### src/rtl/assert_macros.svh
// Assertion macros shared by the interpolator RTL.
// Each macro samples on clk and is disabled while arst_n is low.
`ifndef ASSERT_MACROS_SVH
`define ASSERT_MACROS_SVH
`ifndef NO_ASSERTIONS
`define ASSERT_ALWAYS(label, expr) \
	label: assert property (@(posedge clk) disable iff (!arst_n) (expr)) \
		else $error("assertion failed");
`define ASSERT_SAME(label, ante, cons) \
	label: assert property (@(posedge clk) disable iff (!arst_n) (ante) |-> (cons)) \
		else $error("assertion failed");
`define ASSERT_NEXT(label, ante, cons) \
	label: assert property (@(posedge clk) disable iff (!arst_n) (ante) |=> (cons)) \
		else $error("assertion failed");
`else
`define ASSERT_ALWAYS(label, expr)
`define ASSERT_SAME(label, ante, cons)
`define ASSERT_NEXT(label, ante, cons)
`endif
`endif

### src/rtl/mmsi_pkg.sv
// Types and constants of the multi-motor setpoint interpolator.
// Used by mmsi_ctrl, mmsi_dp and the top level; depends on nothing.
package mmsi_pkg;

	localparam int SLOT_BYTES  = 7;
	localparam int ID_OFFSET   = 56;
	localparam int FRAME_BYTES = 64;
	localparam int CFG_INDEX_W = 3;

	localparam logic [16:0] ALPHA_ONE        = 17'h10000;
	localparam logic [7:0]  CTRL_SHORT_FIRST = 8'hD8;
	localparam logic [7:0]  CTRL_SHORT_LATER = 8'hD0;
	localparam logic [2:0]  LAST_WORD        = 3'd7;

	// request codes
	localparam logic [1:0] REQ_SET_TARGET = 2'd0;
	localparam logic [1:0] REQ_COMMIT     = 2'd1;
	localparam logic [1:0] REQ_TICK       = 2'd2;
	localparam logic [1:0] REQ_PRESET     = 2'd3;

	// configuration register indexes
	localparam logic [CFG_INDEX_W-1:0] CFG_SHORT_PROTOCOL    = 3'd0;
	localparam logic [CFG_INDEX_W-1:0] CFG_CSP_FIRST_CONTROL = 3'd1;
	localparam logic [CFG_INDEX_W-1:0] CFG_CSP_CONTROL       = 3'd2;
	localparam logic [CFG_INDEX_W-1:0] CFG_MOTOR_COUNT       = 3'd3;
	localparam logic [CFG_INDEX_W-1:0] CFG_MOTOR_ID_LIST     = 3'd4;

	typedef struct packed {
		logic [1:0]         req_type;
		logic [2:0]         motor_index;
		logic signed [15:0] position_counts;
		logic [16:0]        alpha_step;
	} req_t;

	typedef struct packed {
		logic [2:0]  word_index;
		logic [63:0] frame_word;
		logic        last_word;
	} word_t;

	typedef struct packed {
		logic        short_protocol;
		logic [7:0]  csp_first_control;
		logic [7:0]  csp_control;
		logic [3:0]  motors_used;
		logic [63:0] motor_id_list;
	} cfg_t;

	// controller to datapath
	typedef struct packed {
		logic       accept;
		logic       alpha_upd;
		logic       issue;
		logic [2:0] issue_idx;
		logic       load_word;
		logic [2:0] word_idx;
	} cmd_t;

	// datapath to controller
	typedef struct packed {
		logic [3:0] count;
		logic       out_free;
	} sts_t;

endpackage

### src/rtl/mmsi_ctrl.sv
// Sequencer of the interpolator: takes requests, walks the motors of a tick
// and paces the eight frame words. Depends on mmsi_pkg and assert_macros.svh.
`include "assert_macros.svh"

module mmsi_ctrl import mmsi_pkg::*; (
	input  logic       clk,
	input  logic       arst_n,
	input  logic       req_valid,
	output logic       req_stall,
	input  logic [1:0] req_type,
	input  sts_t       sts,
	output cmd_t       cmd
);

	typedef enum logic [4:0] {
		S_IDLE  = 5'b00001,
		S_ALPHA = 5'b00010,
		S_CALC  = 5'b00100,
		S_DRAIN = 5'b01000,
		S_EMIT  = 5'b10000
	} state_t;

	state_t     state_q, state_d;
	logic [2:0] motor_q, motor_d;
	logic [2:0] word_q, word_d;

	always_comb begin
		state_d = state_q;
		motor_d = motor_q;
		word_d  = word_q;
		cmd     = '0;
		cmd.issue_idx = motor_q;
		cmd.word_idx  = word_q;
		req_stall = 1'b1;
		case (state_q)
			S_IDLE: begin
				req_stall  = 1'b0;
				cmd.accept = req_valid;
				if (req_valid && req_type == REQ_TICK) begin
					state_d = S_ALPHA;
				end
			end
			S_ALPHA: begin
				cmd.alpha_upd = 1'b1;
				motor_d = '0;
				word_d  = '0;
				if (sts.count == 4'd0) begin
					state_d = S_EMIT;
				end else begin
					state_d = S_CALC;
				end
			end
			S_CALC: begin
				cmd.issue = 1'b1;
				motor_d = motor_q + 3'd1;
				if ({1'b0, motor_q} == sts.count - 4'd1) begin
					state_d = S_DRAIN;
				end
			end
			S_DRAIN: begin
				state_d = S_EMIT;
			end
			S_EMIT: begin
				if (sts.out_free) begin
					cmd.load_word = 1'b1;
					word_d = word_q + 3'd1;
					if (word_q == LAST_WORD) begin
						state_d = S_IDLE;
					end
				end
			end
			default: begin
				state_d = S_IDLE;
			end
		endcase
	end

	always_ff @(posedge clk or negedge arst_n) begin
		if (!arst_n) begin
			state_q <= S_IDLE;
			motor_q <= '0;
			word_q  <= '0;
		end else begin
			state_q <= state_d;
			motor_q <= motor_d;
			word_q  <= word_d;
		end
	end

	`ASSERT_SAME(a_issue_in_range, cmd.issue, {1'b0, motor_q} < sts.count)
	`ASSERT_NEXT(a_last_word_ends_tick, cmd.load_word && word_q == LAST_WORD, state_q == S_IDLE)
	`ASSERT_NEXT(a_alpha_then_work, cmd.alpha_upd, state_q == S_CALC || state_q == S_EMIT)

endmodule

### src/rtl/mmsi_dp.sv
// Datapath of the interpolator: position stores, alpha, one multiplier
// stage, frame assembly and the output word register. Depends on mmsi_pkg and assert_macros.svh.
`include "assert_macros.svh"

module mmsi_dp import mmsi_pkg::*; #(
	parameter int MAX_MOTORS = 8
) (
	input  logic  clk,
	input  logic  arst_n,
	input  req_t  req,
	input  cfg_t  cfg,
	input  cmd_t  cmd,
	output sts_t  sts,
	output logic  word_valid,
	input  logic  word_stall,
	output word_t word_data
);

	localparam int         IDX_W  = (MAX_MOTORS > 1) ? $clog2(MAX_MOTORS) : 1;
	localparam logic [3:0] MOT_N  = 4'(MAX_MOTORS);

	logic [15:0] start_q  [MAX_MOTORS];
	logic [15:0] target_q [MAX_MOTORS];
	logic [15:0] sent_q   [MAX_MOTORS];
	logic [16:0] alpha_q, inc_q;
	logic        first_q;

	logic               valid_s1;
	logic [IDX_W-1:0]   idx_s1;
	logic [15:0]        start_s1;
	logic signed [34:0] prod_s1;

	logic               out_valid_q;
	word_t              out_q;

	logic [3:0]         count;
	logic [17:0]        alpha_sum;
	logic [IDX_W-1:0]   req_idx, issue_idx;
	logic               req_idx_ok;
	logic signed [16:0] diff;
	logic signed [34:0] prod;
	logic signed [34:0] total, rounded;
	logic [15:0]        new_pos;
	logic [7:0]         ctrl;
	logic [7:0]         frame [FRAME_BYTES];
	logic [63:0]        word_bits;

	assign count = (cfg.motors_used > MOT_N) ? MOT_N : cfg.motors_used;
	assign sts.count    = count;
	assign sts.out_free = !out_valid_q || !word_stall;

	assign alpha_sum  = {1'b0, alpha_q} + {1'b0, inc_q};
	assign req_idx    = req.motor_index[IDX_W-1:0];
	assign req_idx_ok = {1'b0, req.motor_index} < MOT_N;
	assign issue_idx  = cmd.issue_idx[IDX_W-1:0];

	// target - start, then scale by alpha
	assign diff = $signed({target_q[issue_idx][15], target_q[issue_idx]})
		- $signed({start_q[issue_idx][15], start_q[issue_idx]});
	assign prod = diff * $signed({1'b0, alpha_q});

	// start*1.0 + product, truncated toward zero
	assign total   = $signed({{3{start_s1[15]}}, start_s1, 16'h0000}) + prod_s1;
	assign rounded = total + (total[34] ? 35'sh0FFFF : 35'sh0);
	assign new_pos = rounded[31:16];

	always_ff @(posedge clk or negedge arst_n) begin
		if (!arst_n) begin
			for (int i = 0; i < MAX_MOTORS; i++) begin
				start_q[i]  <= '0;
				target_q[i] <= '0;
				sent_q[i]   <= '0;
			end
			alpha_q  <= '0;
			inc_q    <= '0;
			first_q  <= 1'b1;
			valid_s1 <= 1'b0;
		end else begin
			valid_s1 <= cmd.issue;
			if (cmd.accept) begin
				case (req.req_type)
					REQ_SET_TARGET: begin
						if (req_idx_ok) begin
							target_q[req_idx] <= req.position_counts;
						end
					end
					REQ_COMMIT: begin
						for (int i = 0; i < MAX_MOTORS; i++) begin
							start_q[i] <= sent_q[i];
						end
						alpha_q <= '0;
						inc_q   <= req.alpha_step;
					end
					REQ_PRESET: begin
						if (req_idx_ok) begin
							start_q[req_idx]  <= req.position_counts;
							target_q[req_idx] <= req.position_counts;
							sent_q[req_idx]   <= req.position_counts;
						end
					end
					default: begin
					end
				endcase
			end
			if (cmd.alpha_upd) begin
				// clamp at 1.0
				alpha_q <= (alpha_sum > {1'b0, ALPHA_ONE}) ? ALPHA_ONE : alpha_sum[16:0];
			end
			if (valid_s1) begin
				sent_q[idx_s1] <= new_pos;
			end
			if (cmd.load_word && cmd.word_idx == LAST_WORD) begin
				first_q <= 1'b0;
			end
		end
	end

	always_ff @(posedge clk) begin
		if (cmd.issue) begin
			idx_s1   <= issue_idx;
			start_s1 <= start_q[issue_idx];
			prod_s1  <= prod;
		end
	end

	always_comb begin
		if (cfg.short_protocol) begin
			ctrl = first_q ? CTRL_SHORT_FIRST : CTRL_SHORT_LATER;
		end else begin
			ctrl = first_q ? cfg.csp_first_control : cfg.csp_control;
		end
	end

	always_comb begin
		for (int b = 0; b < FRAME_BYTES; b++) begin
			frame[b] = 8'h00;
		end
		for (int i = 0; i < MAX_MOTORS; i++) begin
			if (4'(i) < count) begin
				frame[SLOT_BYTES*i]     = ctrl;
				frame[SLOT_BYTES*i + 1] = sent_q[i][15:8];
				frame[SLOT_BYTES*i + 2] = sent_q[i][7:0];
				frame[ID_OFFSET + i]    = cfg.motor_id_list[8*i +: 8];
			end
		end
		for (int b = 0; b < 8; b++) begin
			word_bits[63-8*b -: 8] = frame[{cmd.word_idx, 3'(b)}];
		end
	end

	always_ff @(posedge clk or negedge arst_n) begin
		if (!arst_n) begin
			out_valid_q <= 1'b0;
		end else if (cmd.load_word) begin
			out_valid_q <= 1'b1;
		end else if (!word_stall) begin
			out_valid_q <= 1'b0;
		end
	end

	always_ff @(posedge clk) begin
		if (cmd.load_word) begin
			out_q.word_index <= cmd.word_idx;
			out_q.frame_word <= word_bits;
			out_q.last_word  <= (cmd.word_idx == LAST_WORD);
		end
	end

	assign word_valid = out_valid_q;
	assign word_data  = out_q;

	`ASSERT_ALWAYS(a_alpha_clamped, alpha_q <= ALPHA_ONE)
	`ASSERT_NEXT(a_first_cleared, cmd.load_word && cmd.word_idx == LAST_WORD, !first_q)
	`ASSERT_SAME(a_load_only_when_free, cmd.load_word, sts.out_free)

endmodule

### src/rtl/multi_motor_setpoint_interpolator.sv
// Top level of the multi-motor setpoint interpolator.
// Holds the configuration registers; depends on mmsi_pkg, mmsi_ctrl, mmsi_dp.
// req channel (req_valid / req_stall / req_data): one request per handshake:
//   set target, commit segment, preset position or tick.
// word channel (word_valid / word_stall / word_data): eight 64-bit frame words
//   per tick, word 0 first, last_word set on word 7; none for other requests.
// cfg port (cfg_we / cfg_index / cfg_wdata): write-only, one register per cycle,
//   indexes beyond the list are dropped. Write only while idle.
// Set target, commit and preset take effect at the accept edge; the next request
//   can be taken in the following cycle.
// A tick updates alpha, runs one motor per cycle through a single multiplier
//   stage, lets the last result reach the position store in a drain state,
//   then loads one word per cycle into the output register while the receiver
//   does not stall. With no motor in use the multiplier pass is skipped.
// When the receiver stalls, hold the output word and pause the sequence;
//   req_stall stays high until word 7 has been loaded.
// Reset: positions, alpha and its step go to zero, the first-frame flag is set,
//   the motor count register resets to 8 and the others to zero.
module multi_motor_setpoint_interpolator import mmsi_pkg::*; #(
	parameter int MAX_MOTORS = 8
) (
	input  logic                   clk,
	input  logic                   arst_n,
	input  logic                   req_valid,
	output logic                   req_stall,
	input  req_t                   req_data,
	output logic                   word_valid,
	input  logic                   word_stall,
	output word_t                  word_data,
	input  logic                   cfg_we,
	input  logic [CFG_INDEX_W-1:0] cfg_index,
	input  logic [63:0]            cfg_wdata
);

	cfg_t cfg_q;
	cmd_t cmd;
	sts_t sts;

	// configuration registers; the user must write them only while idle, which the block does not enforce
	always_ff @(posedge clk or negedge arst_n) begin
		if (!arst_n) begin
			cfg_q.short_protocol    <= 1'b0;
			cfg_q.csp_first_control <= 8'h00;
			cfg_q.csp_control       <= 8'h00;
			cfg_q.motors_used       <= 4'd8;
			cfg_q.motor_id_list     <= 64'd0;
		end else if (cfg_we) begin
			case (cfg_index)
				CFG_SHORT_PROTOCOL:    cfg_q.short_protocol    <= cfg_wdata[0];
				CFG_CSP_FIRST_CONTROL: cfg_q.csp_first_control <= cfg_wdata[7:0];
				CFG_CSP_CONTROL:       cfg_q.csp_control       <= cfg_wdata[7:0];
				CFG_MOTOR_COUNT:       cfg_q.motors_used       <= cfg_wdata[3:0];
				CFG_MOTOR_ID_LIST:     cfg_q.motor_id_list     <= cfg_wdata;
				default: begin
				end
			endcase
		end
	end

	// sequencer: accepts requests and steps through the tick
	mmsi_ctrl u_ctrl (
		.clk       (clk),
		.arst_n    (arst_n),
		.req_valid (req_valid),
		.req_stall (req_stall),
		.req_type  (req_data.req_type),
		.sts       (sts),
		.cmd       (cmd)
	);

	// stores, interpolation and frame words
	mmsi_dp #(
		.MAX_MOTORS (MAX_MOTORS)
	) u_dp (
		.clk        (clk),
		.arst_n     (arst_n),
		.req        (req_data),
		.cfg        (cfg_q),
		.cmd        (cmd),
		.sts        (sts),
		.word_valid (word_valid),
		.word_stall (word_stall),
		.word_data  (word_data)
	);

endmodule

### config.mk
export PLATFORM = sky130hd
export DESIGN_NAME = multi_motor_setpoint_interpolator
export DESIGN_NICKNAME = d
export VERILOG_FILES = /design/src/rtl/mmsi_pkg.sv /design/src/rtl/mmsi_ctrl.sv /design/src/rtl/mmsi_dp.sv /design/src/rtl/multi_motor_setpoint_interpolator.sv
export VERILOG_INCLUDE_DIRS = /design/src /design/src/rtl
export SDC_FILE = /design/constraint.sdc
export NUM_CORES = 2
export LEC_CHECK = 0
export BUFFER_PORTS_ARGS = -buffer_cell sky130_fd_sc_hd__buf_2
export CORE_ASPECT_RATIO = 0.5
export CORE_MARGIN = 4
export CORE_UTILIZATION = 40
export DETAILED_ROUTE_END_ITERATION = 8
export REMOVE_ABC_BUFFERS = 1
export SETUP_SLACK_MARGIN = 0.15
export SYNTH_ARGS = -nofsm -noshare
export SYNTH_HDL_FRONTEND = slang
export SYNTH_HIERARCHICAL = 1
export SYNTH_SLANG_ARGS = --single-unit
### constraint.sdc
create_clock -name clk -period 10.47 [get_ports clk]
set_clock_uncertainty 0.1 [all_clocks]
set_input_delay 2.094 -clock clk [delete_from_list [all_inputs] [get_ports clk]]
set_output_delay 2.094 -clock clk [all_outputs]
set_load 0.01 [all_outputs]
==> impl_metrics.csv <==
group,metric,value,unit
placement,dp_hpwl,97.5,mm
floorplanning,die_area,113000,um^2
pwr,power.leakage,0.0213,uW
flow_run,cap_violations,0,
placement,port_buffers,179,
detailed_routing,vias_per_cell,5.74,
clocking,cts-htree-levels,3,
floorplanning,core,106000,um^2
floorplanning,die_w,472,um
detailed_routing,drc,0,
placement,gp_congestion,0.910,
setup_path,cpMostUsedCell,"fa_1",
sta,max_freq,102,MHz
setup_path,required,10.73,ns
pwr,total_power,9610,uW
setup_path,path_max_fanout,14,
detailed_routing,first_iter_violations,3117,
pwr,irDropWorstVdd,0.000138,V
clocking,cts.sinks,639,
clocking,clock_latency,0.63,ns
detailed_routing,drt-total-wl,136,mm
synthesis,ys.flop_type,"dfrtp_1",
sta,hold_viol,0,
synthesis,synth.cell_area,43100,um^2
synthesis,synth_most_common_cell,"dfrtp_1",
clocking,clkTransAtPathRegs,0.06,ns
synthesis,ys_seq_area_frac,0.386,
setup_path,startpoint_type,"register",
floorplanning,start_util,0.406,
detailed_routing,first_pass_iters,6,
pwr,pwr_density_cell,202,nW/um^2
cells_and_area,area_growth,10.7,%
sta,rsz0062_at_grt,"false",
sta,maxSlewViolCount,0,
setup_path,critPathCaptureType,"register",
clocking,root_buffer,"clkbuf_16",
global_routing,grt_pass1_vias,32700,
setup_path,critPathArrivalTime,10.03,ns
global_routing,track_usage,0.236,
status,outcome,"finished clean",
hold_path,hp-class,"register to register",
cells_and_area,fillers,9925,
setup_path,slowest_delay,0.57,ns
synthesis,synth_cells,4137,
detailed_routing,wire_per_inst,23.9,um
floorplanning,ioPinCount,180,
detailed_routing,vias,32500,
synthesis,yosysTopAreaCell,"dfrtp_1",
sta,relSlewSlack,0.173,
global_routing,antenna_found_initial,3,
synthesis,syn_area_per_cell,10.4,um^2
synthesis,synth_edf_count,122,
floorplanning,rows,84,
clocking,cts_buffer_depth,3,
sta,finalSetupViolCount,0,
synthesis,synth.area.top_cells,"dfrtp_1 30%, fa_1 11%, edfxtp_1 8.5%",
synthesis,ys_seq_elements,639,
synthesis,async_reset_ff_frac,0.809,
global_routing,grt_max_degree,168,
floorplanning,fp.dieH,240,um
sta,setup_tns,0,ns
cells_and_area,fin_nets,4734,
clocking,cts_tree,"done",
detailed_routing,antenna_left,0,
sta,min_period_over_period,0.933,
sta,tightest_slew,1.24,ns
setup_path,slowest_stage,"dfrtp_4",
global_routing,grt_pass1_wl,205,mm
synthesis,yosysWarnings,6,
sta,min_period,9.76,ns
synthesis,synth_common_cells,"514 x dfrtp_1, 463 x nand2_1, 338 x inv_1",
synthesis,synth.distinct_cells,94,
clocking,cts_hold_buffers,0,
global_routing,globalRouteOverflowTotal,0,
synthesis,synth_top_area_share,0.299,
cells_and_area,drive_gt1_frac,0.182,
sta,hold_ws,0.375,ns
clocking,numCtsBuffers,67,
setup_path,critPathKind,"register to register",
per-stage QoR:
| stage | util | instance area (um^2) | std cells | worst slack, ns |
|---|---|---|---|---|
| 2_1_floorplan | - | 41900 | 3858 | -1.17 |
| 3_3_place_gp | 0.428 | 45300 | 5540 | 0.501 |
| 3_5_place_dp | 0.428 | 45300 | 5540 | 0.328 |
| 4_1_cts | 0.449 | 47500 | 5662 | 0.281 |
| 5_1_grt | 0.450 | 47600 | 5670 | 0.189 |
| 6_report | 0.450 | 47600 | 5670 | 0.706 |
routing by layer:
| layer | GRT usage | vias to the layer above | share of wire |
|---|---|---|---|
| li1 | - | 14300 | - |
| met1 | 0.329 | 16600 | 0.44 |
| met2 | 0.376 | 1384 | 0.46 |
| met3 | 0.0417 | 247 | 0.077 |
| met4 | 0.0746 | 2 | 0.032 |
| met5 | 0 | - | 0.00015 |
cell usage in the layout (no fill, tap or decap), types with 67 or more instances in the layout:
| cell type | count |
|---|---|
| dfrtp_1 | 511 |
| nand2_1 | 463 |
| inv_1 | 337 |
| a21oi_1 | 269 |
| nor2b_1 | 263 |
| o21ai_0 | 250 |
| fa_1 | 227 |
| ha_1 | 199 |
| mux2_2 | 188 |
| buf_2 | 178 |
| edfxtp_1 | 122 |
| and2_1 | 103 |
| a211oi_1 | 97 |
| buf_4 | 88 |
| nor2_1 | 86 |
| clkbuf_16 | 73 |
| a22oi_1 | 67 |
power by group:
group | internal (uW) | total, uW | switching (uW)
sequential | 3050 | 3410 | 362
combinational | 1510 | 3740 | 2240
clock | 1410 | 2450 | 1050
total | 5960 | 9610 | 3650
worst max-delay path: cells and delay by family, from the launching register on:
family | cells | cell delay [ns]
and+or+nand+nor | 3 | 0.89
AOI/OAI and AO/OA | 12 | 2.78
buffers and inverters | 6 | 0.65
adders and majority gates | 8 | 3.63
DFF | 1 | 0.57
muxes | 2 | 0.82
xor gates and xnor gates | 1 | 0.08
final timing paths:
check                                   from               end  slack, ns  cells after the start
max in group asynchronous             arst_n  u_dp/start_q[51]       6.59                      3
min reg2reg                 u_dp/start_q[94]  u_dp/start_q[94]       0.37                      2
min in group asynchronous             arst_n         cfg_q[33]       1.42                      1
min                         u_dp/start_q[94]  u_dp/start_q[94]       0.37                      2
max                        u_ctrl/motor_q[0]  u_dp/prod_s1[33]       0.71                     32
max reg2reg                u_ctrl/motor_q[0]  u_dp/prod_s1[33]       0.71                     32
flip-flops by register name, indices dropped and copies added, names as in the netlist:
register	flops
u_dp/sent_q	128
u_dp/start_q	128
u_dp/target_q	128
cfg_q	85
u_dp/word_data	68
u_dp/prod_s1	35
u_dp/alpha_q	17
u_dp/inc_q	17
u_dp/start_s1	16
u_ctrl/state_q	5
u_ctrl/motor_q	3
u_ctrl/word_q	3
u_dp/idx_s1	3
u_dp/first_q	1
u_dp/valid_s1	1
u_dp/word_valid	1
cell families (layout without fill, tap and decap cells):
group | Yosys count | after routing | synth area share
multiplexers | 378 | 378 | 0.119
XOR/XNOR | 77 | 77 | 0.0172
AO/OA/AOI/OAI | 864 | 864 | 0.124
AND/OR/NAND/NOR | 1134 | 1134 | 0.133
flip-flops | 639 | 639 | 0.386
buffers and inverters | 618 | 731 | 0.0571
other | 0 | 1 | 0
adder cells (fa/ha/maj) | 427 | 427 | 0.164
area by class of cell:
cell class	count	area, um^2	share of cell area
well taps	1419	1780	0.0373
clock inverters	16	170	0.00357
repair buffers	270	1630	0.0341
clock buffers	106	2050	0.0430
multi-input cells	2880	24100	0.506
diodes	1	2.50	0.0000525
inverters	339	1270	0.0267
flip-flops and latches	639	16600	0.349
repair_timing:
item                       4_1_cts  5_1_grt
setup endpoints to repair        0       10
setup buffers                    0        7
gates resized for setup          0        4
No activity file was read; power rests on OpenSTA's default activity.
